`config.mk`:
```
export PLATFORM = sky130hd
export DESIGN_NAME = unsigned_division_magic_number
export DESIGN_NICKNAME = d
export VERILOG_FILES = /design/src/design/udm_pkg.sv /design/src/design/unsigned_division_magic_number.sv
export SDC_FILE = /design/constraint.sdc
export NUM_CORES = 2
export LEC_CHECK = 0
export BUFFER_PORTS_ARGS = -buffer_cell sky130_fd_sc_hd__buf_2
export CAP_MARGIN = 20
export CORE_MARGIN = 3
export CORE_UTILIZATION = 60
export DETAILED_ROUTE_END_ITERATION = 12
export PLACE_DENSITY_LB_ADDON = 0.1
export RECOVER_POWER = 100
export SLEW_MARGIN = 30
export SYNTH_ARGS = -nofsm -noshare
export SYNTH_HDL_FRONTEND = slang
export SYNTH_SLANG_ARGS = --single-unit
```
`constraint.sdc`:
```
create_clock -name clk -period 11.7 [get_ports clk]
set_input_delay 2.34 -clock clk [delete_from_list [all_inputs] [get_ports clk]]
set_output_delay 2.34 -clock clk [all_outputs]
set_load 0.01 [all_outputs]
```
`src/design/udm_pkg.sv`:
```
package udm_pkg;

  localparam int DIVIDEND_BITS_DEF = 31;

  localparam int DIV_W   = 31;  // divisor width
  localparam int MULT_W  = 32;  // magic multiplier width
  localparam int SHIFT_W = 6;   // shift amount width
  localparam int LEN_W   = 5;   // bit length of the largest dividend
  localparam int PROD_W  = 63;  // nc * mod and 2^s + mod
  localparam int DIGIT_W = 8;   // multiplier digit per cycle
  localparam int NDIGITS = MULT_W / DIGIT_W;
  localparam int CNT_W   = 6;

  localparam int IN_TDATA_W  = 64;
  localparam int OUT_TDATA_W = 40;

  localparam logic [SHIFT_W-1:0] SHIFT_NONE = '1;
  localparam logic [MULT_W-1:0]  MULT_NONE  = '1;

  typedef enum logic [2:0] {
    ST_IDLE,
    ST_NCDIV,
    ST_INIT,
    ST_SETUP,
    ST_MUL,
    ST_CHECK,
    ST_MDIV,
    ST_FIN
  } state_t;

endpackage

```
`src/design/unsigned_division_magic_number.sv`:
```
// Finds a magic multiplier m and shift s so that n / d == (n * m) >> s for every
// n up to the largest dividend. One item is worked at a time and in_tready is
// high only while the block is free. A divisor of one or zero goes straight to
// the result. Otherwise the search tries shifts from zero up to 2 * bitlen(nmax).
// The work is done by a bit-per-cycle restoring divider that forms (nmax + 1)
// mod d first and the quotient (2^s + mod) / d last, and by a 31 x 8 digit
// multiplier that builds each trial product nc * mod digit by digit. The result
// sits in an output register, so the next item is taken while it waits. The found
// flag travels on out_tuser; when it is low the multiplier is all ones and the
// shift is 63.
module unsigned_division_magic_number #(
  parameter int DIVIDEND_BITS = udm_pkg::DIVIDEND_BITS_DEF
) (
  input  logic                               clk,
  input  logic                               rst_n,
  input  logic                               in_tvalid,
  output logic                               in_tready,
  // [30:0] max_dividend, [61:31] divisor, [63:62] zero
  input  logic [udm_pkg::IN_TDATA_W-1:0]     in_tdata,
  output logic                               out_tvalid,
  input  logic                               out_tready,
  // [31:0] multiplier, [37:32] shift_amount, [39:38] zero
  output logic [udm_pkg::OUT_TDATA_W-1:0]    out_tdata,
  // [0] found
  output logic                               out_tuser
);

  localparam int DB  = DIVIDEND_BITS;
  localparam int PW  = udm_pkg::PROD_W;
  localparam int DW  = udm_pkg::DIV_W;
  localparam int MW  = udm_pkg::MULT_W;
  localparam int SW  = udm_pkg::SHIFT_W;
  localparam int LW  = udm_pkg::LEN_W;
  localparam int GW  = udm_pkg::DIGIT_W;
  localparam int CW  = udm_pkg::CNT_W;
  localparam int PAD = PW - (DB + 1);

  udm_pkg::state_t state_r, state_nxt;

  logic [DB-1:0]  nmax_r;
  logic [DB-1:0]  scan_r;
  logic [DW-1:0]  d_r;
  logic [CW-1:0]  cnt_r;
  logic [LW-1:0]  len_r;
  logic           len_set_r;
  logic [MW-1:0]  rem_r;
  logic [PW-1:0]  dv_r;
  logic [MW-1:0]  nc_r;
  logic [MW-1:0]  ncw_r;
  logic [DW-1:0]  r_r;
  logic [DW-1:0]  mod_r;
  logic [PW-1:0]  p_r;
  logic [PW-1:0]  acc_r;
  logic [SW-1:0]  s_r;
  logic [MW-1:0]  q_r;
  logic [MW-1:0]  m_r;
  logic           f_r;

  logic           out_tvalid_r;
  logic [MW-1:0]  out_m_r;
  logic [SW-1:0]  out_s_r;
  logic           out_f_r;

  logic           in_acc;
  logic           out_load;
  logic [DW-1:0]  in_nmax_w;
  logic [DW-1:0]  in_d;
  logic [DB:0]    np1;
  logic [MW-1:0]  div_t;
  logic           div_ge;
  logic [MW-1:0]  div_rem;
  logic [MW-1:0]  r2;
  logic           r2_ge;
  logic [SW-1:0]  limit;
  logic [DW+GW-1:0] prod;

  assign in_nmax_w = in_tdata[DW-1:0];
  assign in_d      = in_tdata[2*DW-1:DW];
  assign np1       = {1'b0, in_nmax_w[DB-1:0]} + (DB+1)'(1);

  // shared restoring divider step
  assign div_t   = {rem_r[MW-2:0], dv_r[PW-1]};
  assign div_ge  = div_t >= {1'b0, d_r};
  assign div_rem = div_ge ? div_t - {1'b0, d_r} : div_t;

  // (2^(s+1) - 1) mod d from (2^s - 1) mod d
  assign r2    = {r_r, 1'b1};
  assign r2_ge = r2 >= {1'b0, d_r};

  assign limit = {len_r, 1'b1};
  assign prod  = (DW+GW)'(mod_r) * (DW+GW)'(ncw_r[MW-1 -: GW]);

  assign in_tready = (state_r == udm_pkg::ST_IDLE);
  assign in_acc    = in_tvalid && in_tready;
  assign out_load  = (state_r == udm_pkg::ST_FIN) && (!out_tvalid_r || out_tready);

  always_ff @(posedge clk) begin
    if (!rst_n) begin
      state_r <= udm_pkg::ST_IDLE;
    end else begin
      state_r <= state_nxt;
    end
  end

  always_comb begin
    state_nxt = state_r;
    case (state_r)
      udm_pkg::ST_IDLE: begin
        if (in_acc) begin
          if (in_d == DW'(1) || in_d == '0) begin
            state_nxt = udm_pkg::ST_FIN;
          end else begin
            state_nxt = udm_pkg::ST_NCDIV;
          end
        end
      end
      udm_pkg::ST_NCDIV: begin
        if (cnt_r == CW'(DB)) begin
          state_nxt = udm_pkg::ST_INIT;
        end
      end
      udm_pkg::ST_INIT: state_nxt = udm_pkg::ST_SETUP;
      udm_pkg::ST_SETUP: begin
        if (s_r < limit) begin
          state_nxt = udm_pkg::ST_MUL;
        end else begin
          state_nxt = udm_pkg::ST_FIN;
        end
      end
      udm_pkg::ST_MUL: begin
        if (cnt_r == CW'(udm_pkg::NDIGITS - 1)) begin
          state_nxt = udm_pkg::ST_CHECK;
        end
      end
      udm_pkg::ST_CHECK: begin
        if (p_r > acc_r) begin
          state_nxt = udm_pkg::ST_MDIV;
        end else begin
          state_nxt = udm_pkg::ST_SETUP;
        end
      end
      udm_pkg::ST_MDIV: begin
        if (cnt_r == CW'(PW - 1)) begin
          state_nxt = udm_pkg::ST_FIN;
        end
      end
      udm_pkg::ST_FIN: begin
        if (out_load) begin
          state_nxt = udm_pkg::ST_IDLE;
        end
      end
      default: state_nxt = udm_pkg::ST_IDLE;
    endcase
  end

  always_ff @(posedge clk) begin
    case (state_r)
      udm_pkg::ST_IDLE: begin
        nmax_r    <= in_nmax_w[DB-1:0];
        scan_r    <= in_nmax_w[DB-1:0];
        d_r       <= in_d;
        dv_r      <= {np1, PAD'(0)};
        rem_r     <= '0;
        cnt_r     <= '0;
        len_r     <= '0;
        len_set_r <= 1'b0;
        if (in_d == DW'(1)) begin
          m_r <= MW'(1);
          s_r <= '0;
          f_r <= 1'b1;
        end else begin
          m_r <= udm_pkg::MULT_NONE;
          s_r <= udm_pkg::SHIFT_NONE;
          f_r <= 1'b0;
        end
      end
      udm_pkg::ST_NCDIV: begin
        rem_r  <= div_rem;
        dv_r   <= {dv_r[PW-2:0], 1'b0};
        scan_r <= {scan_r[DB-2:0], 1'b0};
        cnt_r  <= cnt_r + CW'(1);
        // first one seen from the top sets the bit length
        if (!len_set_r && scan_r[DB-1] && cnt_r < CW'(DB)) begin
          len_r     <= LW'(DB) - cnt_r[LW-1:0];
          len_set_r <= 1'b1;
        end
      end
      udm_pkg::ST_INIT: begin
        nc_r <= MW'(nmax_r) - rem_r;
        r_r  <= '0;
        p_r  <= PW'(1);
        s_r  <= '0;
      end
      udm_pkg::ST_SETUP: begin
        mod_r <= d_r - DW'(1) - r_r;
        ncw_r <= nc_r;
        acc_r <= '0;
        cnt_r <= '0;
        if (s_r >= limit) begin
          s_r <= udm_pkg::SHIFT_NONE;
        end
      end
      udm_pkg::ST_MUL: begin
        acc_r <= {acc_r[PW-GW-1:0], GW'(0)} + PW'(prod);
        ncw_r <= {ncw_r[MW-GW-1:0], GW'(0)};
        cnt_r <= cnt_r + CW'(1);
      end
      udm_pkg::ST_CHECK: begin
        if (p_r > acc_r) begin
          dv_r  <= p_r + PW'(mod_r);
          rem_r <= '0;
          q_r   <= '0;
          cnt_r <= '0;
        end else begin
          r_r <= r2_ge ? DW'(r2 - {1'b0, d_r}) : DW'(r2);
          p_r <= {p_r[PW-2:0], 1'b0};
          s_r <= s_r + SW'(1);
        end
      end
      udm_pkg::ST_MDIV: begin
        rem_r <= div_rem;
        dv_r  <= {dv_r[PW-2:0], 1'b0};
        q_r   <= {q_r[MW-2:0], div_ge};
        cnt_r <= cnt_r + CW'(1);
        if (cnt_r == CW'(PW - 1)) begin
          m_r <= {q_r[MW-2:0], div_ge};
          f_r <= 1'b1;
        end
      end
      default: begin
      end
    endcase
  end

  always_ff @(posedge clk) begin
    if (!rst_n) begin
      out_tvalid_r <= 1'b0;
    end else if (out_load) begin
      out_tvalid_r <= 1'b1;
    end else if (out_tready) begin
      out_tvalid_r <= 1'b0;
    end
  end

  always_ff @(posedge clk) begin
    if (out_load) begin
      out_m_r <= m_r;
      out_s_r <= s_r;
      out_f_r <= f_r;
    end
  end

  assign out_tvalid = out_tvalid_r;
  assign out_tdata  = {(udm_pkg::OUT_TDATA_W - MW - SW)'(0), out_s_r, out_m_r};
  assign out_tuser  = out_f_r;

  // remainder of the shared divider stays below the divisor
  a_rem_bound: assert property (@(posedge clk) disable iff (!rst_n)
    (state_r == udm_pkg::ST_INIT || state_r == udm_pkg::ST_FIN) && f_r == 1'b0
      && d_r != '0 && d_r != DW'(1) |-> rem_r < {1'b0, d_r})
    else $error("divider remainder not below divisor");

  // running (2^s - 1) mod d stays reduced
  a_r_bound: assert property (@(posedge clk) disable iff (!rst_n)
    state_r == udm_pkg::ST_SETUP |-> r_r < d_r)
    else $error("power remainder not reduced");

  // a not-found result carries the marker pattern
  a_none: assert property (@(posedge clk) disable iff (!rst_n)
    out_tvalid && !out_tuser |->
      out_tdata[MW+SW-1:MW] == udm_pkg::SHIFT_NONE && out_tdata[MW-1:0] == udm_pkg::MULT_NONE)
    else $error("not-found result without marker");

  // a found shift never reaches the marker value
  a_found_shift: assert property (@(posedge clk) disable iff (!rst_n)
    out_tvalid && out_tuser |-> out_tdata[MW+SW-1:MW] != udm_pkg::SHIFT_NONE)
    else $error("found result with marker shift");

  // a new result is only loaded once the previous one has left
  a_no_overwrite: assert property (@(posedge clk) disable iff (!rst_n)
    out_load |-> !out_tvalid_r || out_tready)
    else $error("pending result overwritten");

endmodule

```
==> summary.md <==
| Metric | Value |
|---|---|
| Max FO, Critical Path | 57 |
| Hold crit path type | reg -> reg |
| Most common cell after layout, fill and taps aside | edfxtp_1 |
| Drt total wl | 102 mm |
| WP data arrival | 8160 ps |
| FF-to-FF path depth | 6 |
| GR Overflow Total | 0 |
| IO Count | 111 |
| Site row count | 95 |
| Final worst slack | 3680 ps |
| Post-CTS resize count | 0 |
| CTS tree | yes |
| I/O Buffers | 106 |
| Final hold slack | about 420 ps |
| Clock sinks | 565 |
| Total core area | 67,400 sq um |
| CTS Hold Bufs | 0 |
| Commonest register cell after synthesis | edfxtp_1 |
| Wire length per cell | around 20 um |
| Yosys reg bits | 565 |
| Worst-margin pin slew | between 4000 and 5000 ps |
| TritonCTS Buffers | 66 |
| Initial Utilization | 60.7% |
| Sequential share of the synthesized area | 41.4% |
| Syn avg cell area | around 10 sq um |
| Area Overhead vs Synth | 8.32% |
| Worst skew pair latency | about 630 ps |
| FMAX | 125 MHz |
| H-tree levels | 3 |
| Yosys cell types | about 90 |
| WP data required | between 10,000 and 15,000 ps |
| Worst-path clk slew | 60 ps |
| Dpl ws | 5350 ps |
| Die Y | 267 um |
| Max cap viols | 21 |
| Initial antenna violation count | 2 |
| Global placement routability congestion | between 0.9 and 1 |
| Tot GR Track Use | between 20% and 30% |
| Final core occ | 65.8% |
| Largest net degree at the start of global routing | 74 |
| YS warnings | 0 |
| Rel. slew slack | -200% |
| # fillers | 5,431 |
| Failing checks | capacitance limit, slew limit |
| Layout Skew | between 30 and 40 ps |
| Reg2Reg Setup Slack | ~3700 ps |
| Vias per inst | 5.90 |
| Status | finished, violations left |
| WHS Path Cells | 0 |
| Detail Route Antenna Nets | 0 |
| Postcts setup bufs | 0 |
| HP Start | m_r[20] |
| Critical path startpoint category | register |
| Drt initial violations | 2,913 |
| Vias in the first global route | 29,400 |
| Startpoint of the worst register-to-register path | state_r[0] |
| Net count, final | roughly 4,700 |
| Min-Delay Endpoint | out_m_r[20] |
| Mapped cell area | around 41,000 sq um |
| Worst r2r dst | p_r[17] |
| # setup viols final | 0 |
| Final Hold Viols | 0 |
| RSZ-0062 raised after global routing | false |
| Final max-slew violation count | 926 |
| Clk root buf | clkbuf_16 |
| Total number of vias | 29,900 |
| Crit path kind | reg -> reg |
| Final setup TNS | 0 ps |
| Tcrit/Tclk final | 68.5% |
| Drc violations | 0 |
| Most frequent cells in the layout | edfxtp_1, nand2_1, inv_1 |
| Die width | approximately 270 um |
| Clk buf depth | 3 |
| Async SR Flop Fraction | 0% |
| Hpwl dp | between 70 and 80 mm |
| First-pass GRT wire length | 160 mm |
| Die Area | 71,400 sq um |
| Syn Inst Count | 4,061 |
| Critical Path End Type | register |
| Share of cells above drive strength 1 | 3.48% |
| Pre-antenna DRT Iters | 8 |
| Post-synth EDFFs | 561 |
| Period minus WS final | 8020 ps |
## cell usage after synthesis, drive strengths merged, types with 19 or more instances
master | instances | share of area, %
a211oi | 27 | 0.50
a21o | 107 | 2.0
a21oi | 232 | 2.9
a22oi | 24 | 0.44
a31oi | 20 | 0.31
and2 | 257 | 3.9
and3 | 37 | 0.57
buf | 22 | 0.36
clkbuf | 99 | 0.91
edfxtp | 561 | 41
fa | 209 | 10
ha | 292 | 8.9
inv | 464 | 4.3
nand2 | 469 | 4.3
nand2b | 27 | 0.41
nand3 | 81 | 0.99
nand4 | 62 | 0.95
nor2 | 284 | 2.6
nor2b | 42 | 0.64
nor3 | 62 | 0.77
nor4 | 20 | 0.31
o21a | 36 | 0.66
o21ai | 172 | 2.1
o21bai | 19 | 0.35
or3 | 21 | 0.32
xnor2 | 143 | 3.1
xor2 | 77 | 1.6
## layer usage
layer / share of wire, % / track usage (%) / vias to the layer above
met5: 0 / 0 / -
met4: 3.8 / 10.4 / 0
met3: 8.2 / 6.44 / 199
met2: 45 / 44.6 / 1015
met1: 43 / 40.4 / 14400
li1: - / - / 14300
## stage by stage
stage	area (sq um)	instances
4_1_cts	44700	5072
2_1_floorplan	40900	4062
3_3_place_gp	42300	4951
3_5_place_dp	42400	4952
5_1_grt	44300	5072
6_report	44300	5073
## worst max-delay path by stage
stage               startpoint         to  slack (ps)  cells after the start
floorplan              p_r[16]     p_r[0]        2540                     10
global placement     ncw_r[31]  acc_r[60]        5400                     21
detailed placement   ncw_r[31]  acc_r[60]        5350                     21
CTS                  ncw_r[31]  acc_r[60]        5320                     21
global route        state_r[0]     p_r[6]        2890                      6
finish              state_r[0]    p_r[17]        3680                      6
## cell families after synthesis
| logic type | after synthesis | share of synthesized area, % |
|---|---|---|
| buffers and inverters | 585 | 5.53 |
| flip-flops | 565 | 41.4 |
| XOR/XNOR | 220 | 4.71 |
| AO/OA/AOI/OAI | 780 | 12.4 |
| other | 1 | 0.00917 |
| multiplexers | 17 | 0.416 |
| AND/OR/NAND/NOR | 1392 | 16.4 |
| adder cells (fa/ha/maj) | 501 | 19.2 |
## sequential cells by signal (all words and copies together), names as in the netlist, 3 cells and up
| register | cells |
|---|---|
| nc_r | 32 |
| q_r | 31 |
| out_s_r | 6 |
| p_r | 63 |
| d_r | 31 |
| nmax_r | 31 |
| out_m_r | 32 |
| m_r | 32 |
| rem_r | 32 |
| r_r | 31 |
| dv_r | 63 |
| s_r | 6 |
| cnt_r | 6 |
| state_r | 3 |
| len_r | 5 |
| acc_r | 63 |
| mod_r | 31 |
| scan_r | 31 |
| ncw_r | 32 |
## area by class of cell
| type | instances | area (sq um) | share of cell area, % |
|---|---|---|---|
| tap | 873 | 1090 | 2.46 |
| sequential | 565 | 16900 | 38.2 |
| timing repair buffer | 138 | 566 | 1.28 |
| clock inverter | 41 | 591 | 1.33 |
| antenna | 1 | 2.50 | 0.00565 |
| clock buffer | 79 | 1700 | 3.84 |
| inverter | 464 | 1740 | 3.93 |
| multi-input combinational | 2912 | 21700 | 49.0 |
## critical path, stage by stage, from the launching register on
cell        delay (ps)
dfxtp_1            610
nand2_1            130
nor2_1             190
clkinvlp_2        1640
o21ai_0            680
clkbuf_1          1890
clkbuf_1          2350
Power is not shown: default switching activity piles up to over one toggle a cycle in this logic, so the estimate is an artifact.
